**src/rtl/ftig_pkg.sv**
```systemverilog
// shared widths and types for the flat terrain index generator
// no dependencies; imported by ftig_quad_calc and flat_terrain_index_generator
package ftig_pkg;

    localparam int SIDE_W  = 9;
    localparam int IDX_W   = 17;
    localparam int ROWLEN_W = SIDE_W + 1;
    localparam int BEATS   = 6;
    localparam int BEAT_W  = 3;
    localparam int S_DATA_W = 8;
    localparam int M_DATA_W = 24;

    typedef logic [SIDE_W-1:0] side_t;
    typedef logic [IDX_W-1:0]  vidx_t;
    typedef logic [BEAT_W-1:0] beat_t;

    typedef struct packed {
        logic last_row;
        logic second_row;
        logic rh;
        logic mesh_end;
    } quad_flags_t;

endpackage

```
**src/rtl/ftig_quad_calc.sv**
```systemverilog
// corner and emission-order logic for one quad of the terrain grid
// depends on ftig_pkg
module ftig_quad_calc #(
    parameter int ROW_W = 8
) (
    input  logic [ROW_W-1:0]     row,
    input  logic [ROW_W-1:0]     col,
    input  ftig_pkg::side_t      side_n,
    input  ftig_pkg::quad_flags_t flags,
    output ftig_pkg::vidx_t      vert [ftig_pkg::BEATS]
);
    import ftig_pkg::*;

    localparam int PROD_W = ROW_W + ROWLEN_W;

    logic [ROWLEN_W-1:0] rowlen;
    logic [PROD_W-1:0]   prod;
    vidx_t base, col_x, col_x2, tl, tr, bl, br;

    always_comb begin
        rowlen = ROWLEN_W'({side_n - SIDE_W'(1), 1'b0});
        prod   = PROD_W'(row) * PROD_W'(rowlen);
        base   = IDX_W'(prod);
        col_x  = IDX_W'(col);
        col_x2 = IDX_W'({col, 1'b0});
        if (flags.last_row) begin
            tl = base + col_x;
            bl = tl + IDX_W'(side_n);
        end else if (flags.second_row) begin
            tl = base + col_x2;
            bl = tl + IDX_W'(rowlen) - col_x;
        end else begin
            tl = base + col_x2;
            bl = tl + IDX_W'(rowlen);
        end
        tr = tl + IDX_W'(1);
        br = bl + IDX_W'(1);

        vert[0] = tl;
        vert[1] = bl;
        vert[2] = flags.rh ? br : tr;
        if (flags.last_row) begin
            vert[3] = br;
            vert[4] = tr;
            vert[5] = flags.rh ? tl : bl;
        end else begin
            vert[3] = tr;
            vert[4] = flags.rh ? tl : bl;
            vert[5] = br;
        end
    end

endmodule

```
**src/rtl/flat_terrain_index_generator.sv**
```systemverilog
// top level of the flat terrain index generator: quad counters, request and index registers
// depends on ftig_pkg and ftig_quad_calc
//
// Each request beat yields six vertex indices (two triangles of one quad), one per output
// beat; the single output port, one index per beat while m_axis_tready is high, limits the
// request rate. A request is taken when the request register is free or empties in that
// cycle: the quad counters advance at once and the quad waits in the request register while
// the previous quad streams out. Its six indices are loaded into the index register as the
// previous quad's sixth beat leaves; with the output idle, the request register takes the
// quad and the index register then loads its indices and raises the first index valid.
// tlast marks the sixth index of each quad, tuser the sixth index of the final quad of the
// mesh. The side length register may be written only while no request is outstanding.
module flat_terrain_index_generator #(
    parameter int MAX_SIDE = 256
) (
    input  logic                        aclk,
    input  logic                        aresetn,
    input  logic                        cfg_valid,
    output logic                        cfg_ready,
    input  logic [ftig_pkg::SIDE_W-1:0] cfg_data,       // side_vertices
    input  logic                        s_axis_tvalid,
    output logic                        s_axis_tready,
    input  logic [ftig_pkg::S_DATA_W-1:0] s_axis_tdata, // [0] restart, rest zero
    output logic                        m_axis_tvalid,
    input  logic                        m_axis_tready,
    output logic [ftig_pkg::M_DATA_W-1:0] m_axis_tdata, // [16:0] vertex_index, rest zero
    output logic                        m_axis_tlast,   // last_of_quad
    output logic                        m_axis_tuser    // last_of_mesh
);
    import ftig_pkg::*;

    localparam int ROW_W = $clog2(MAX_SIDE);

    side_t side_reg;
    side_t n_eff, last_q;

    logic [ROW_W-1:0] row_reg, col_reg, row_next, col_next, cur_row, cur_col;
    logic [ROW_W-1:0] job_row_reg, job_col_reg;
    quad_flags_t      job_flags_reg, cur_flags;
    logic             job_valid_reg;

    vidx_t vert [BEATS];
    vidx_t idx_reg [BEATS];
    logic  emit_valid_reg, end_reg;
    beat_t beat_reg;

    logic s_accept, m_accept, load_emit, wrap;

    assign cfg_ready = 1'b1;

    always_ff @(posedge aclk) begin
        if (!aresetn) begin
            side_reg <= SIDE_W'(3);
        end else if (cfg_valid) begin
            side_reg <= cfg_data;
        end
    end

    // clamp side length to the supported range
    always_comb begin
        if (side_reg < SIDE_W'(3)) begin
            n_eff = SIDE_W'(3);
        end else if (int'(side_reg) > MAX_SIDE) begin
            n_eff = SIDE_W'(MAX_SIDE);
        end else begin
            n_eff = side_reg;
        end
        last_q = n_eff - SIDE_W'(2);
    end

    assign m_accept  = m_axis_tvalid && m_axis_tready;
    assign load_emit = job_valid_reg &&
                       (!emit_valid_reg || (m_accept && beat_reg == beat_t'(BEATS - 1)));
    assign s_axis_tready = !job_valid_reg || load_emit;
    assign s_accept  = s_axis_tvalid && s_axis_tready;

    // quad selection and counter advance
    always_comb begin
        wrap = s_axis_tdata[0] || int'(row_reg) > int'(last_q) || int'(col_reg) > int'(last_q);
        cur_row = wrap ? '0 : row_reg;
        cur_col = wrap ? '0 : col_reg;
        cur_flags.last_row   = int'(cur_row) == int'(last_q);
        cur_flags.second_row = int'(cur_row) == int'(n_eff) - 3;
        cur_flags.rh         = cur_row[0] ^ cur_col[0];
        cur_flags.mesh_end   = cur_flags.last_row && int'(cur_col) == int'(last_q);
        if (int'(cur_col) >= int'(last_q)) begin
            col_next = '0;
            row_next = (int'(cur_row) >= int'(last_q)) ? '0 : cur_row + ROW_W'(1);
        end else begin
            col_next = cur_col + ROW_W'(1);
            row_next = cur_row;
        end
    end

    always_ff @(posedge aclk) begin
        if (!aresetn) begin
            row_reg       <= '0;
            col_reg       <= '0;
            job_valid_reg <= 1'b0;
        end else begin
            if (s_accept) begin
                row_reg       <= row_next;
                col_reg       <= col_next;
                job_valid_reg <= 1'b1;
            end else if (load_emit) begin
                job_valid_reg <= 1'b0;
            end
        end
    end

    always_ff @(posedge aclk) begin
        if (s_accept) begin
            job_row_reg   <= cur_row;
            job_col_reg   <= cur_col;
            job_flags_reg <= cur_flags;
        end
    end

    ftig_quad_calc #(
        .ROW_W (ROW_W)
    ) u_calc (
        .row    (job_row_reg),
        .col    (job_col_reg),
        .side_n (n_eff),
        .flags  (job_flags_reg),
        .vert   (vert)
    );

    always_ff @(posedge aclk) begin
        if (!aresetn) begin
            emit_valid_reg <= 1'b0;
            beat_reg       <= '0;
        end else begin
            if (load_emit) begin
                emit_valid_reg <= 1'b1;
                beat_reg       <= '0;
            end else if (m_accept) begin
                if (beat_reg == beat_t'(BEATS - 1)) begin
                    emit_valid_reg <= 1'b0;
                    beat_reg       <= '0;
                end else begin
                    beat_reg <= beat_reg + beat_t'(1);
                end
            end
        end
    end

    always_ff @(posedge aclk) begin
        if (load_emit) begin
            idx_reg <= vert;
            end_reg <= job_flags_reg.mesh_end;
        end
    end

    assign m_axis_tvalid = emit_valid_reg;
    assign m_axis_tdata  = M_DATA_W'(idx_reg[beat_reg]);
    assign m_axis_tlast  = beat_reg == beat_t'(BEATS - 1);
    assign m_axis_tuser  = end_reg && beat_reg == beat_t'(BEATS - 1);

endmodule

```
**config.mk**
```make
export PLATFORM = sky130hd
export DESIGN_NAME = flat_terrain_index_generator
export DESIGN_NICKNAME = d
export VERILOG_FILES = /design/src/rtl/ftig_pkg.sv /design/src/rtl/ftig_quad_calc.sv /design/src/rtl/flat_terrain_index_generator.sv
export SDC_FILE = /design/constraint.sdc
export NUM_CORES = 1
export LEC_CHECK = 0
export ABC_AREA = 1
export BUFFER_PORTS_ARGS = -buffer_cell sky130_fd_sc_hd__buf_2
export CAP_MARGIN = 20
export CORE_MARGIN = 2
export CORE_UTILIZATION = 38
export CTS_CLUSTER_DIAMETER = 120
export DETAILED_ROUTE_END_ITERATION = 12
export PLACE_DENSITY = 0.5
export SETUP_SLACK_MARGIN = 0.5
export SLEW_MARGIN = 20
export SYNTH_ARGS = -nofsm -noshare
export SYNTH_HDL_FRONTEND = slang
export SYNTH_SLANG_ARGS = --single-unit
```
**constraint.sdc**
```tcl
create_clock -name aclk -period 10.8 [get_ports aclk]
set_input_delay 2.16 -clock aclk [delete_from_list [all_inputs] [get_ports aclk]]
set_output_delay 2.16 -clock aclk [all_outputs]
set_load 0.1 [all_outputs]
```
==> summary.md <==
| Metric | Value |
|---|---|
| Crit path largest cell delay | `0.59 ns` |
| Worst-Skew Late Latency | `0.45 ns` |
| Worst Skew | `0.0104 ns` |
| Final nets | `2261` |
| Post-synth cell types | `45` |
| Initial antenna violation count | `0` |
| Pin count of the biggest net entering global routing | `86` |
| Fmax | `107 MHz` |
| CP Launch Point | `side_reg[8]` |
| Most frequent cells in the layout | `nand2_1 (558), inv_1 (283), nor2_1 (205), o21ai_0 (165), nand3_1 (134)` |
| Post-Route WL | `39400 microns` |
| CTS sink count | `153` |
| Seq cells post-synth | `153` |
| Critical path arrival | `9.52 ns` |
| Die span in y | `200 microns` |
| Worst path required time | `11.00 ns` |
| Htree depth | `4` |
| Actual slew at the worst max-slew pin | `0.977 ns` |
| Number of diodes | `0` |
| Vias in the first global route | `12400` |
| Placer congestion estimate | `0.865` |
| Area growth syn-to-layout | `8.56%` |
| Die area | `40200 sq um` |
| Global-route usage over all layers | `0.200` |
| Met2 wire len | `18200 microns` |
| Top sig layer | `met4` |
| Final Worst Setup Slack | `1.48 ns` |
| Minimum clock period | `9.32 ns` |
| Hold Path Class | `reg2reg` |
| Static Leak | `7.61 nW` |
| Via density per instance | `5.02` |
| Fillers | `4050` |
| Worst r2r src | `side_reg[8]` |
| M1 WL | `19700 microns` |
| Core Box Area | `37800 sq um` |
| Outcome | `finished clean` |
| Starting Density | `0.387` |
| Largest register FFs | `102` |
| P per Cell Area | `254 nW/um^2` |
| Cts hold-fix bufs | `0` |
| Final Power | `4.04 mW` |
| Metal3 WL | `1100 microns` |
| Clk slew on worst S/H paths | `0.07 ns` |
| Global route total overflow | `0` |
| RSZ-0062 raised after global routing | `false` |
| Post-CTS sizing | `0` |
| DRT iter0 DRCs | `764` |
| Die X | `200 microns` |
| Max Cap Viol | `0` |
| DR WL/cell | `15.1 microns` |
| CTS Buffer Depth | `2` |
| Core Rows | `71` |
| Cell area after layout | `15900 sq um` |
| Hold path startpoint | `job_flags_reg[0]` |
| Port Buffers | `35` |
| Root Driver | `clkbuf_16` |
| Post-synthesis cell count | `2063` |
| Final setup fails | `0` |
| DRT Pass-1 Iters | `7` |
| Post-DRT Antenna Nets | `0` |
| Hold_ws | `0.423 ns` |
| Hold Fails Final Rpt | `0` |
| CP Capture Type | `flip-flop` |
| IO Pins | `51` |
| CTS tree | `yes` |
| Cts bufs inserted | `17` |
| Placed wire-length estimate | `30600 microns` |
| DRC | `0` |
| Relative slew slack | `0.349` |
| Critical path class | `reg2reg` |
| Post-CTS Setup Inserts | `0` |
| Synth warn | `0` |
| Fin crit share | `0.863` |
| Max-slew violations | `0` |
| Setup TNS | `0 ns` |
| Most common cell after layout, fill and taps aside | `nand2_1` |
| Syn avg cell area | `7.11 sq um` |
| Layout cells sized above 1 | `0.0766` |
| Sequential fraction of the synthesis area | `0.293` |
| Placed standard-cell area | `15300 sq um` |
| Synthesized area | `14700 sq um` |
| Crit-path max FO | `10` |
| CP dominant cell by count | `inv_1` |
| Max stage delay cell, worst path | `xor2_1` |
| Worst VDD drop | `0.157 mV` |
| DP Worst Slack | `1.53 ns` |
| Via count | `13000` |
| Worst setup SP type | `flip-flop` |
| First-pass GRT wire length | `64900 microns` |
-- cells in the mapped netlist, drive strengths merged --
master	count	area share
o22ai	20	0.0085
and2	3	0.0013
nand4	27	0.012
o21a	1	0.00051
o21ai	184	0.064
a31o	1	0.00060
o31ai	1	0.00051
nor2	219	0.058
a31oi	6	0.0026
a21o	3	0.0015
xor2	43	0.026
nor3	19	0.0079
or2	2	0.00085
a221oi	2	0.0012
nand3b	9	0.0046
fa	46	0.063
o211ai	6	0.0031
o21bai	3	0.0015
buf	18	0.0076
clkinv	2	0.00051
clkbuf	40	0.010
o221ai	4	0.0024
nand2	591	0.16
nor4	1	0.00043
conb	2	0.00051
nand3	142	0.051
xnor2	11	0.0066
inv	295	0.076
mux2i	18	0.012
a21oi	71	0.024
and3	3	0.0013
ha	116	0.099
a32oi	1	0.00060
edfxtp	123	0.25
dfxtp	30	0.041
-- stage by stage --
stage	utilization	std cells
CTS	0.420	2601
detailed placement	0.405	2569
global placement	0.405	2569
global route	0.420	2601
floorplan	-	2069
finish	0.420	2601
-- worst paths after layout --
kind | end | slack, ns | cells past startpoint
worst max-delay path | idx_reg[16] | 1.48 | 44
worst min register to register | end_reg | 0.42 | 0
worst min-delay path | end_reg | 0.42 | 0
worst max register to register | idx_reg[16] | 1.48 | 44
-- area by class of cell --
class / instances / area, sq um / share of cell area
clock buffer: 17 / 425 / 0.0267
clock inverter: 15 / 155 / 0.00975
inverter: 297 / 1110 / 0.0701
multi-input combinational: 1561 / 9020 / 0.567
sequential: 153 / 4300 / 0.270
tap: 511 / 639 / 0.0402
timing repair buffer: 47 / 265 / 0.0167
-- power by group --
part           leakage, nW  switching (mW)  internal [mW]
logic                 5.91            1.82          0.787
clock network        0.283           0.285          0.309
registers             1.42          0.0257          0.810
total                 7.61            2.13           1.91
-- cells by family after synthesis --
logic type	Yosys count	synth area share
flops	153	0.293
fa+ha+maj	162	0.162
simple gates	1016	0.294
other cells	2	0.000512
mux	18	0.0123
xor+xnor	54	0.0328
buf+inv	355	0.0939
compound gates	303	0.111
-- worst max-delay path: cells and delay by family (launching register included) --
kind	cells	cell delay, ns
AO/OA/AOI/OAI	3	0.64
XOR/XNOR	3	1.17
adder cells (fa/ha/maj)	9	3.40
buffers and inverters	9	0.90
flip-flops	1	0.48
AND/OR/NAND/NOR	20	2.45
-- metal layers --
metal,up-vias,GRT usage
met2,199,0.332
li1,6762,-
met3,21,0.0225
met5,-,0
met4,0,0.0423
met1,6067,0.280
No activity file was read; power rests on OpenSTA's default activity.
